===== config.mk =====
export PLATFORM = sky130hd
export DESIGN_NAME = color_gradient_lookup_top_flat
export DESIGN_NICKNAME = d
export VERILOG_FILES = /design/src/design/cgl_pkg.sv /design/src/design/cgl_ifs.sv /design/src/design/cgl_front.sv /design/src/design/cgl_queue.sv /design/src/design/cgl_back.sv /design/src/design/color_gradient_lookup_top.sv /design/src/flat_wrapper.sv
export SDC_FILE = /design/constraint.sdc
export NUM_CORES = 2
export LEC_CHECK = 0
export BUFFER_PORTS_ARGS = -buffer_cell sky130_fd_sc_hd__buf_2
export CAP_MARGIN = 20
export CORE_MARGIN = 3
export CORE_UTILIZATION = 48
export CTS_CLUSTER_SIZE = 12
export DETAILED_ROUTE_END_ITERATION = 8
export GPL_TIMING_DRIVEN = 0
export PLACE_DENSITY = 0.7
export SLEW_MARGIN = 20
export SYNTH_ARGS = -nofsm -noshare
export SYNTH_HDL_FRONTEND = slang
export SYNTH_SLANG_ARGS = --single-unit

===== constraint.sdc =====
create_clock -name clk -period 30.2 [get_ports clk]
set_input_delay 1.51 -clock clk [delete_from_list [all_inputs] [get_ports clk]]
set_output_delay 1.51 -clock clk [all_outputs]
set_load 0.005 [all_outputs]

===== src/design/cgl_pkg.sv =====
package cgl_pkg;

  localparam int INT_W      = 14;
  localparam int COLOR_W    = 24;
  localparam int CHAN_W     = 8;
  localparam int NUM_CH     = 3;
  localparam int COUNT_W    = 3;
  localparam int LEVEL_W    = 7;
  localparam int CFG_IDX_W  = 3;
  localparam int CFG_DATA_W = 31;
  localparam int WEIGHT_W   = 14;
  localparam int NUM_W      = 22;
  localparam int QUEUE_DEPTH = 2;

  localparam logic [CFG_IDX_W-1:0] REG_POINT_COUNT = 3'd0;
  localparam logic [CFG_IDX_W-1:0] REG_POINT_0     = 3'd1;

  localparam logic [WEIGHT_W-1:0] ALPHA_ONE   = 14'd10000;
  localparam logic [WEIGHT_W-1:0] LEVEL_SCALE = 14'd100;
  localparam logic [CHAN_W-1:0]   CHAN_FULL   = 8'hFF;

  typedef logic [NUM_CH-1:0][CHAN_W-1:0] rgb_t;

  typedef struct packed {
    rgb_t                c0;
    rgb_t                c1;
    logic [WEIGHT_W-1:0] w0;
    logic [WEIGHT_W-1:0] w1;
    logic [WEIGHT_W-1:0] den;
  } job_t;

endpackage


===== src/design/cgl_ifs.sv =====
interface cgl_in_if;
  logic                       valid;
  logic                       ready;
  logic [cgl_pkg::INT_W-1:0]  intensity;
  modport source (output valid, output intensity, input ready);
  modport sink (input valid, input intensity, output ready);
endinterface

interface cgl_out_if;
  logic                        valid;
  logic                        ready;
  logic [cgl_pkg::COLOR_W-1:0] color;
  modport source (output valid, output color, input ready);
  modport sink (input valid, input color, output ready);
endinterface

interface cgl_cfg_if;
  logic                           valid;
  logic                           ready;
  logic [cgl_pkg::CFG_IDX_W-1:0]  index;
  logic [cgl_pkg::CFG_DATA_W-1:0] data;
  modport source (output valid, output index, output data, input ready);
  modport sink (input valid, input index, input data, output ready);
endinterface


===== src/design/cgl_front.sv =====
module cgl_front #(
  parameter int MAX_POINTS = 7
) (
  input  logic          clk,
  input  logic          rst_n,
  cgl_in_if.sink        in_ch,
  cgl_cfg_if.sink       cfg_ch,
  output cgl_pkg::job_t job,
  output logic          job_push,
  input  logic          q_full
);

  localparam int PIDX_W = $clog2(MAX_POINTS);
  localparam logic [cgl_pkg::COUNT_W-1:0] MAX_N = cgl_pkg::COUNT_W'(MAX_POINTS);

  logic [cgl_pkg::COUNT_W-1:0]    count_r;
  logic [cgl_pkg::CFG_DATA_W-1:0] point_r [MAX_POINTS];

  logic [cgl_pkg::WEIGHT_W-1:0] alpha;
  logic [cgl_pkg::COUNT_W-1:0]  n;
  logic [cgl_pkg::WEIGHT_W-1:0] lvl [MAX_POINTS];
  logic [MAX_POINTS-1:0]        hit;
  logic [MAX_POINTS-1:0]        eq;
  logic [MAX_POINTS-1:0]        last_oh;
  logic [MAX_POINTS-1:0]        first_oh;
  logic [MAX_POINTS-1:0]        sel_oh;
  logic [MAX_POINTS-1:0]        prev_oh;
  logic                         found;
  logic                         interp;
  cgl_pkg::rgb_t                c_sel;
  cgl_pkg::rgb_t                c_prev;
  logic [cgl_pkg::WEIGHT_W-1:0] lvl_sel;
  logic [cgl_pkg::WEIGHT_W-1:0] lvl_prev;

  assign cfg_ch.ready = 1'b1;

  always_ff @(posedge clk) begin
    if (!rst_n) begin
      count_r <= '0;
      for (int g = 0; g < MAX_POINTS; g++) begin
        point_r[g] <= '0;
      end
    end else if (cfg_ch.valid) begin
      if (cfg_ch.index == cgl_pkg::REG_POINT_COUNT) begin
        count_r <= cfg_ch.data[cgl_pkg::COUNT_W-1:0];
      end else if (cgl_pkg::CFG_IDX_W'(cfg_ch.index - cgl_pkg::REG_POINT_0) < MAX_N) begin
        point_r[PIDX_W'(cfg_ch.index - cgl_pkg::REG_POINT_0)] <= cfg_ch.data;
      end
    end
  end

  assign alpha = (in_ch.intensity > cgl_pkg::ALPHA_ONE) ? cgl_pkg::ALPHA_ONE
                                                        : in_ch.intensity;
  assign n = (count_r > MAX_N) ? MAX_N : count_r;

  always_comb begin
    for (int g = 0; g < MAX_POINTS; g++) begin
      lvl[g] = cgl_pkg::WEIGHT_W'(point_r[g][cgl_pkg::CFG_DATA_W-1:cgl_pkg::COLOR_W])
               * cgl_pkg::LEVEL_SCALE;
      hit[g] = (cgl_pkg::COUNT_W'(g) < n) && (alpha <= lvl[g]);
      eq[g] = (alpha == lvl[g]);
      last_oh[g] = (cgl_pkg::COUNT_W'(g) == cgl_pkg::COUNT_W'(n - 1'b1));
    end
  end

  assign first_oh = hit & (~hit + 1'b1);
  assign found    = |hit;
  assign sel_oh   = found ? first_oh : last_oh;
  assign prev_oh  = sel_oh >> 1;
  assign interp   = found && !(|(first_oh & eq)) && !first_oh[0];

  always_comb begin
    c_sel    = '0;
    c_prev   = '0;
    lvl_sel  = '0;
    lvl_prev = '0;
    for (int g = 0; g < MAX_POINTS; g++) begin
      if (sel_oh[g]) begin
        c_sel   = c_sel | cgl_pkg::rgb_t'(point_r[g][cgl_pkg::COLOR_W-1:0]);
        lvl_sel = lvl_sel | lvl[g];
      end
      if (prev_oh[g]) begin
        c_prev   = c_prev | cgl_pkg::rgb_t'(point_r[g][cgl_pkg::COLOR_W-1:0]);
        lvl_prev = lvl_prev | lvl[g];
      end
    end
  end

  // Every case is mapped onto one blend (c1*w1 + c0*w0) / den.
  always_comb begin
    if (n == '0) begin
      job.c0  = cgl_pkg::rgb_t'({cgl_pkg::NUM_CH{cgl_pkg::CHAN_FULL}});
      job.c1  = cgl_pkg::rgb_t'({cgl_pkg::NUM_CH{cgl_pkg::CHAN_FULL}});
      job.w0  = '0;
      job.w1  = alpha;
      job.den = cgl_pkg::ALPHA_ONE;
    end else if (interp) begin
      job.c0  = c_prev;
      job.c1  = c_sel;
      job.w0  = lvl_sel - alpha;
      job.w1  = alpha - lvl_prev;
      job.den = lvl_sel - lvl_prev;
    end else begin
      job.c0  = c_sel;
      job.c1  = c_sel;
      job.w0  = '0;
      job.w1  = cgl_pkg::WEIGHT_W'(1);
      job.den = cgl_pkg::WEIGHT_W'(1);
    end
  end

  assign in_ch.ready = !q_full;
  assign job_push    = in_ch.valid && !q_full;

`ifndef NO_ASSERTIONS
  a_den_nonzero: assert property (@(posedge clk) disable iff (!rst_n)
    job_push |-> job.den != '0)
    else $error("front produced a word with a zero divisor");
`endif

endmodule


===== src/design/cgl_queue.sv =====
module cgl_queue (
  input  logic          clk,
  input  logic          rst_n,
  input  cgl_pkg::job_t push_data,
  input  logic          push,
  output logic          full,
  output cgl_pkg::job_t pop_data,
  output logic          pop_valid,
  input  logic          pop_ready
);

  localparam int DEPTH = cgl_pkg::QUEUE_DEPTH;
  localparam int PTR_W = $clog2(DEPTH);
  localparam int CNT_W = $clog2(DEPTH + 1);

  cgl_pkg::job_t    mem_r [DEPTH];
  logic [PTR_W-1:0] wr_ptr_r;
  logic [PTR_W-1:0] rd_ptr_r;
  logic [CNT_W-1:0] cnt_r;
  logic             pop;

  assign full      = (cnt_r == CNT_W'(DEPTH));
  assign pop_valid = (cnt_r != '0);
  assign pop       = pop_valid && pop_ready;
  assign pop_data  = mem_r[rd_ptr_r];

  always_ff @(posedge clk) begin
    if (!rst_n) begin
      wr_ptr_r <= '0;
      rd_ptr_r <= '0;
      cnt_r    <= '0;
    end else begin
      if (push) begin
        wr_ptr_r <= (wr_ptr_r == PTR_W'(DEPTH - 1)) ? '0 : wr_ptr_r + 1'b1;
      end
      if (pop) begin
        rd_ptr_r <= (rd_ptr_r == PTR_W'(DEPTH - 1)) ? '0 : rd_ptr_r + 1'b1;
      end
      if (push && !pop) begin
        cnt_r <= cnt_r + 1'b1;
      end else if (pop && !push) begin
        cnt_r <= cnt_r - 1'b1;
      end
    end
  end

  always_ff @(posedge clk) begin
    if (push) begin
      mem_r[wr_ptr_r] <= push_data;
    end
  end

`ifndef NO_ASSERTIONS
  a_cnt_bound: assert property (@(posedge clk) disable iff (!rst_n)
    cnt_r <= CNT_W'(DEPTH))
    else $error("queue fill count beyond depth");
  a_cnt_up: assert property (@(posedge clk) disable iff (!rst_n)
    (push && !pop) |=> cnt_r == CNT_W'($past(cnt_r) + 1'b1))
    else $error("queue fill count missed a push");
`endif

endmodule


===== src/design/cgl_back.sv =====
module cgl_back (
  input  logic          clk,
  input  logic          rst_n,
  input  cgl_pkg::job_t job,
  input  logic          job_valid,
  output logic          job_ready,
  cgl_out_if.source     out_ch
);

  localparam int DIV_STEPS = cgl_pkg::CHAN_W;

  typedef logic [cgl_pkg::NUM_CH-1:0][cgl_pkg::NUM_W-1:0] num3_t;

  logic                         advance;
  logic                         prod_vld_r;
  num3_t                        prod0_r;
  num3_t                        prod1_r;
  logic [cgl_pkg::WEIGHT_W-1:0] prod_den_r;
  logic [DIV_STEPS:0]           vld_r;
  num3_t                        rem_r [0:DIV_STEPS-1];
  logic [cgl_pkg::WEIGHT_W-1:0] den_r [0:DIV_STEPS-1];
  cgl_pkg::rgb_t                q_r   [1:DIV_STEPS];

  assign advance   = !vld_r[DIV_STEPS] || out_ch.ready;
  assign job_ready = advance;

  always_ff @(posedge clk) begin
    if (!rst_n) begin
      prod_vld_r <= 1'b0;
      vld_r      <= '0;
    end else if (advance) begin
      prod_vld_r <= job_valid;
      vld_r      <= {vld_r[DIV_STEPS-1:0], prod_vld_r};
    end
  end

  always_ff @(posedge clk) begin
    if (advance) begin
      for (int ch = 0; ch < cgl_pkg::NUM_CH; ch++) begin
        prod0_r[ch]  <= cgl_pkg::NUM_W'(job.c0[ch]) * cgl_pkg::NUM_W'(job.w0);
        prod1_r[ch]  <= cgl_pkg::NUM_W'(job.c1[ch]) * cgl_pkg::NUM_W'(job.w1);
        rem_r[0][ch] <= prod0_r[ch] + prod1_r[ch];
      end
      prod_den_r <= job.den;
      den_r[0]   <= prod_den_r;
    end
  end

  // Restoring division, one quotient bit per stage, most significant first.
  for (genvar s = 0; s < DIV_STEPS; s++) begin : g_div
    logic [cgl_pkg::NUM_W-1:0] shifted;
    cgl_pkg::rgb_t             q_in;
    cgl_pkg::rgb_t             q_nxt;
    num3_t                     rem_nxt;

    if (s == 0) begin : g_first
      assign q_in = '0;
    end else begin : g_rest
      assign q_in = q_r[s];
    end

    assign shifted = cgl_pkg::NUM_W'(den_r[s]) << (DIV_STEPS - 1 - s);

    always_comb begin
      for (int ch = 0; ch < cgl_pkg::NUM_CH; ch++) begin
        if (rem_r[s][ch] >= shifted) begin
          rem_nxt[ch] = rem_r[s][ch] - shifted;
          q_nxt[ch]   = {q_in[ch][cgl_pkg::CHAN_W-2:0], 1'b1};
        end else begin
          rem_nxt[ch] = rem_r[s][ch];
          q_nxt[ch]   = {q_in[ch][cgl_pkg::CHAN_W-2:0], 1'b0};
        end
      end
    end

    if (s < DIV_STEPS - 1) begin : g_pass
      always_ff @(posedge clk) begin
        if (advance) begin
          rem_r[s+1] <= rem_nxt;
          den_r[s+1] <= den_r[s];
          q_r[s+1]   <= q_nxt;
        end
      end
    end else begin : g_last
      always_ff @(posedge clk) begin
        if (advance) begin
          q_r[s+1] <= q_nxt;
        end
      end
    end
  end

  assign out_ch.valid = vld_r[DIV_STEPS];
  assign out_ch.color = q_r[DIV_STEPS];

`ifndef NO_ASSERTIONS
  a_quot_fits: assert property (@(posedge clk) disable iff (!rst_n)
    vld_r[0] |-> (rem_r[0][0] < (cgl_pkg::NUM_W'(den_r[0]) << cgl_pkg::CHAN_W))
              && (rem_r[0][1] < (cgl_pkg::NUM_W'(den_r[0]) << cgl_pkg::CHAN_W))
              && (rem_r[0][2] < (cgl_pkg::NUM_W'(den_r[0]) << cgl_pkg::CHAN_W)))
    else $error("blend numerator would overflow an 8-bit quotient");
`endif

endmodule


===== src/design/color_gradient_lookup_top.sv =====
// Channel   Dir  Payload                         Handshake
// in_ch     in   intensity[13:0]                 valid/ready
// out_ch    out  color[23:0] (r 23:16, g 15:8)   valid/ready
// cfg_ch    in   index[2:0], data[30:0]          valid/ready, ready always high
//
// One word per clock in steady state while out_ch is ready.
// The front classifies a word combinationally and pushes it into a two-entry queue; the back runs it
// through a multiply stage, a sum stage and eight restoring divide stages.
// Synchronous active-low reset clears the registers, the queue and the pipeline.
// An output stall freezes the back; the front keeps taking words until the queue fills.
module color_gradient_lookup_top #(
  parameter int MAX_POINTS = 7
) (
  input  logic       clk,
  input  logic       rst_n,
  cgl_in_if.sink     in_ch,
  cgl_out_if.source  out_ch,
  cgl_cfg_if.sink    cfg_ch
);

  cgl_pkg::job_t front_job;
  logic          front_push;
  logic          q_full;
  cgl_pkg::job_t q_job;
  logic          q_valid;
  logic          back_ready;

  cgl_front #(
    .MAX_POINTS (MAX_POINTS)
  ) u_front (
    .clk      (clk),
    .rst_n    (rst_n),
    .in_ch    (in_ch),
    .cfg_ch   (cfg_ch),
    .job      (front_job),
    .job_push (front_push),
    .q_full   (q_full)
  );

  cgl_queue u_queue (
    .clk       (clk),
    .rst_n     (rst_n),
    .push_data (front_job),
    .push      (front_push),
    .full      (q_full),
    .pop_data  (q_job),
    .pop_valid (q_valid),
    .pop_ready (back_ready)
  );

  cgl_back u_back (
    .clk       (clk),
    .rst_n     (rst_n),
    .job       (q_job),
    .job_valid (q_valid),
    .job_ready (back_ready),
    .out_ch    (out_ch)
  );

endmodule


===== src/flat_wrapper.sv =====
// flat-port wrapper written by rule: the top's interface ports become plain ports
module color_gradient_lookup_top_flat 
#(
  parameter int MAX_POINTS = 7
)
  (clk, rst_n, in_ch_valid, in_ch_intensity, in_ch_ready, out_ch_valid, out_ch_color, out_ch_ready, cfg_ch_valid, cfg_ch_index, cfg_ch_data, cfg_ch_ready);
  cgl_in_if in_ch_i ();
  cgl_out_if out_ch_i ();
  cgl_cfg_if cfg_ch_i ();
  input  logic clk;
  input  logic rst_n;
  input wire logic [$bits(in_ch_i.valid)-1:0] in_ch_valid;
  input wire logic [$bits(in_ch_i.intensity)-1:0] in_ch_intensity;
  output wire logic [$bits(in_ch_i.ready)-1:0] in_ch_ready;
  output wire logic [$bits(out_ch_i.valid)-1:0] out_ch_valid;
  output wire logic [$bits(out_ch_i.color)-1:0] out_ch_color;
  input wire logic [$bits(out_ch_i.ready)-1:0] out_ch_ready;
  input wire logic [$bits(cfg_ch_i.valid)-1:0] cfg_ch_valid;
  input wire logic [$bits(cfg_ch_i.index)-1:0] cfg_ch_index;
  input wire logic [$bits(cfg_ch_i.data)-1:0] cfg_ch_data;
  output wire logic [$bits(cfg_ch_i.ready)-1:0] cfg_ch_ready;
  assign in_ch_i.valid = in_ch_valid;
  assign in_ch_i.intensity = in_ch_intensity;
  assign in_ch_ready = in_ch_i.ready;
  assign out_ch_valid = out_ch_i.valid;
  assign out_ch_color = out_ch_i.color;
  assign out_ch_i.ready = out_ch_ready;
  assign cfg_ch_i.valid = cfg_ch_valid;
  assign cfg_ch_i.index = cfg_ch_index;
  assign cfg_ch_i.data = cfg_ch_data;
  assign cfg_ch_ready = cfg_ch_i.ready;
  color_gradient_lookup_top #(.MAX_POINTS(MAX_POINTS)) u_core (.clk(clk), .rst_n(rst_n), .in_ch(in_ch_i), .out_ch(out_ch_i), .cfg_ch(cfg_ch_i));
endmodule

==> impl_metrics.csv <==
group,metric,value,unit
clocking,cts.reportedPaths.clkPinSlew,70,ps
final_layout,instances_no_fill,11600,
clocking,post_cts.repair.setup_buffers,0,
final_layout,layout.nets,10400,
floorplanning,pin_count,80,
sta,rsz0062_at_grt,"no",
sta,holdWs,407,ps
worst_setup_path,worst_ep_arrival_time,11560,ps
clocking,cts_repair_resize_count,0,
floorplanning,die_width,445,µm
routing,dr_total_vias,67400,
sta,period_needed,11120,ps
synth,post_synth_num_cell_types,91,
final_layout,sequential_cell_area,0.0385,mm²
clocking,worst_skew_pair.late_latency,840,ps
clocking,root_buffer,"sky130_fd_sc_hd__clkbuf_16",
hold_path,holdPathStages,0,
synth,syn_area,0.0925,mm²
clocking,numClockSinks,1298,
placed_design,placement.cell_area,0.0967,mm²
synth,synth_sequential_area_ratio,0.416,
sta,final-max-slew-violation-count,0,
synth,post_synth_and_or_nand_nor_area_fraction,0.127,
routing,wl_per_cell,23.6,µm
synth,post_synth_arst_share,0,
sta,fmax,90.0,MHz
routing,detail_route.drc_violations,10,
synth,synth-edff-count,1249,
clocking,cts_hold_repair.buffers,0,
floorplanning,fp.coreArea,0.191,mm²
final_layout,layout-area-overhead-vs-synth,9.62,%
global_route,track_usage,0.273,
routing,via_per_inst,5.83,
sta,timing.slew.headroom,0.184,
global_route,wire_length_of_the_first_global_routing_pass,408000,µm
sta,hold_viol_final,0,
global_route,grt_start_max_net_pins,95,
clocking,cts.path.max_buffers,3,
flow_run,cap_violations,0,
worst_setup_path,cpMaxStageDelayCell,"sky130_fd_sc_hd__nor4_1",
sta,finalSetupViolations,0,
floorplanning,placement_rows,160,
synth,synth_xor_xnor_area_share,0.0473,
floorplanning,die_area,0.198,mm²
worst_setup_path,timing.critical_path.fanout_max,10,
synth,postSynthNetCount,10100,
routing,post_route_ant_nets,0,
global_route,grt_overflow_total,0,
final_layout,final.fill_count,16500,
synth,main_combinational_cell_family_by_area_after_synthesis,"adder cells",
placed_design,dp.cells,11300,
floorplanning,start_util,0.485,
hold_path,holdCritPathClass,"reg -> reg",
synth,synth_warnings,0,
synth,synth_fa_ha_area_frac,0.226,
clocking,tritoncts,"yes",
synth,yosys_most_used_dff,"sky130_fd_sc_hd__edfxtp_1",
placed_design,gp_congestion,0.973,
final_layout,layout.cell_area.non_filler,0.101,mm²
sta,clock-skew-final,63.9,ps
worst_setup_path,setup.worst_path.end_class,"flop",
placed_design,detailedPlacementHpwl,218000,µm
sta,worst_pin_slew,1210,ps
worst_setup_path,setup_slack_of_the_most_critical_reg_to_reg_path,19080,ps
synth,synth_mux_area_frac,0.0279,
worst_setup_path,worstSetupStartpointType,"flop",
routing,drt-total-wl,273000,µm
worst_setup_path,reg2regPathDepth,34,
clocking,htree_num_levels,4,
routing,drt_pre_antenna_iters,9,
placed_design,number_of_input_and_output_port_buffers_inserted,76,
floorplanning,die_h,445,µm
run_status,result_of_the_run,"finished with violations",
synth,netlist_instances,8688,
run_status,failed_checks,"design-rule violations",
synth,synthesis.area_per_instance,10.6,µm²
global_route,grt_antenna_before_repair,10,
synth,synth_compound_gate_area_share,0.109,
final_layout,combined_area_of_the_multi_input_logic_cells,0.0497,mm²
clocking,tritoncts.num_buffers,145,
worst_setup_path,maximum_single_stage_delay_on_the_critical_path,970,ps
routing,iteration_0_drc_count_of_the_detailed_router,6507,
sta,timing.final.crit_share,0.368,
worst_setup_path,criticalPathCategory,"reg -> reg",
global_route,vias_in_the_first_global_route,67400,
worst_setup_path,critical_path_required,30640,ps
synth,synth.ff_latch_count,1298,
final_layout,post_route_cells_drive_above_1_share,0.0623,
[cell usage after synthesis (all sizes together), types with 17 or more instances]
library cell	number	area, µm²
o21bai	60	454
xnor2	307	2690
dfxtp	49	981
nor2	787	2960
o21a	46	345
o21ai	351	1760
a21boi	49	379
nor3	135	676
a21o	159	1190
a222oi	89	891
nor4	57	390
nand4	101	632
a211oi	45	355
a22oi	26	195
a2111oi	18	158
a21oi	453	2270
nand3	98	490
o211ai	26	195
and3	60	375
a31oi	25	156
edfxtp	1249	37500
mux2	156	1760
inv	894	3360
buf	41	200
nand2	892	3350
or3	48	300
o41ai	18	180
mux2i	82	821
and2	75	469
o22ai	17	106
o31ai	43	323
xor2	192	1680
nand2b	119	744
or2	34	213
fa	451	9030
clkbuf	204	766
ha	948	11900
nor2b	99	619
[cells in the final DEF (no fill, tap or decap), types with 119 or more instances in the layout]
cell type                   Yosys  routed
sky130_fd_sc_hd__nor2_1       786     785
sky130_fd_sc_hd__a21o_1       159     159
sky130_fd_sc_hd__nor3_1       135     135
sky130_fd_sc_hd__xnor2_1      307     307
sky130_fd_sc_hd__clkbuf_1     204     229
sky130_fd_sc_hd__o21ai_0      341     340
sky130_fd_sc_hd__nand2b_1     119     119
sky130_fd_sc_hd__clkbuf_16      0     145
sky130_fd_sc_hd__edfxtp_1    1249    1249
sky130_fd_sc_hd__a21oi_1      453     453
sky130_fd_sc_hd__xor2_1       192     192
sky130_fd_sc_hd__inv_1        894     894
sky130_fd_sc_hd__fa_1         451     451
sky130_fd_sc_hd__ha_1         948     948
sky130_fd_sc_hd__mux2_2       155     155
sky130_fd_sc_hd__nand2_1      892     888
[worst paths after layout]
check	to	from
setup / recovery	u_core.u_queue.mem_r[0][26]	u_core.u_front.point_r[2][26]
hold / removal	u_core.u_back.den_r[0][12]	u_core.u_back.prod_den_r[12]
setup reg to reg	u_core.u_queue.mem_r[0][26]	u_core.u_front.point_r[2][26]
hold reg to reg	u_core.u_back.den_r[0][12]	u_core.u_back.prod_den_r[12]
[layout make-up]
| class | count | share of cell area |
|---|---|---|
| clock buffers | 176 | 0.0374 |
| flip-flops and latches | 1298 | 0.380 |
| repair buffers | 108 | 0.0101 |
| inverters | 896 | 0.0332 |
| well taps | 2511 | 0.0310 |
| diodes | 7 | 0.000173 |
| multi-input cells | 6249 | 0.491 |
| plain buffers | 245 | 0.00954 |
| clock inverters | 75 | 0.00786 |
[per-stage QoR]
stage	worst slack [ps]	util	TNS, ps
floorplan	5410	-	0
global route	18810	0.531	0
global placement	-2800	0.503	-2401980
CTS	19140	0.531	0
finish	19080	0.531	0
detailed placement	18710	0.507	0
[registers in the layout (all words and copies together), names as in the netlist, named ones only]
name / count
u_core.u_back.den_r: 104
u_core.u_back.prod0_r: 66
u_core.u_back.prod1_r: 66
u_core.u_back.prod_den_r: 13
u_core.u_back.prod_vld_r: 1
u_core.u_back.q_r: 108
u_core.u_back.rem_r: 528
u_core.u_back.vld_r: 9
u_core.u_front.count_r: 3
u_core.u_front.point_r: 217
u_core.u_queue.cnt_r: 2
u_core.u_queue.mem_r: 178
u_core.u_queue.rd_ptr_r: 1
u_core.u_queue.wr_ptr_r: 1
[per-layer routing]
layer | vias up | track usage | part of all wire
met5 | - | 0 | 0
met4 | 0 | 0.169 | 0.070
met3 | 664 | 0.0381 | 0.058
met2 | 2542 | 0.463 | 0.48
met1 | 33000 | 0.330 | 0.39
li1 | 31300 | - | -
[worst max-delay path: cells and delay by family (launching register included)]
family | cells | cell delay (ps)
adder cells (fa/ha/maj) | 7 | 2340
flip-flops | 1 | 450
AO/OA/AOI/OAI | 13 | 3490
XOR/XNOR | 2 | 630
buffers and inverters | 3 | 1160
AND/OR/NAND/NOR | 9 | 2600
[cell families after synthesis]
kind of cell,count (synthesis)
other,1
buffers and inverters,1141
and+or+nand+nor,2569
muxes,238
adders and majority gates,1399
xor gates and xnor gates,499
AOI/OAI and AO/OA,1543
DFF,1298
Power is not shown: default switching activity piles up to over one toggle a cycle in this logic, so the estimate is an artifact.
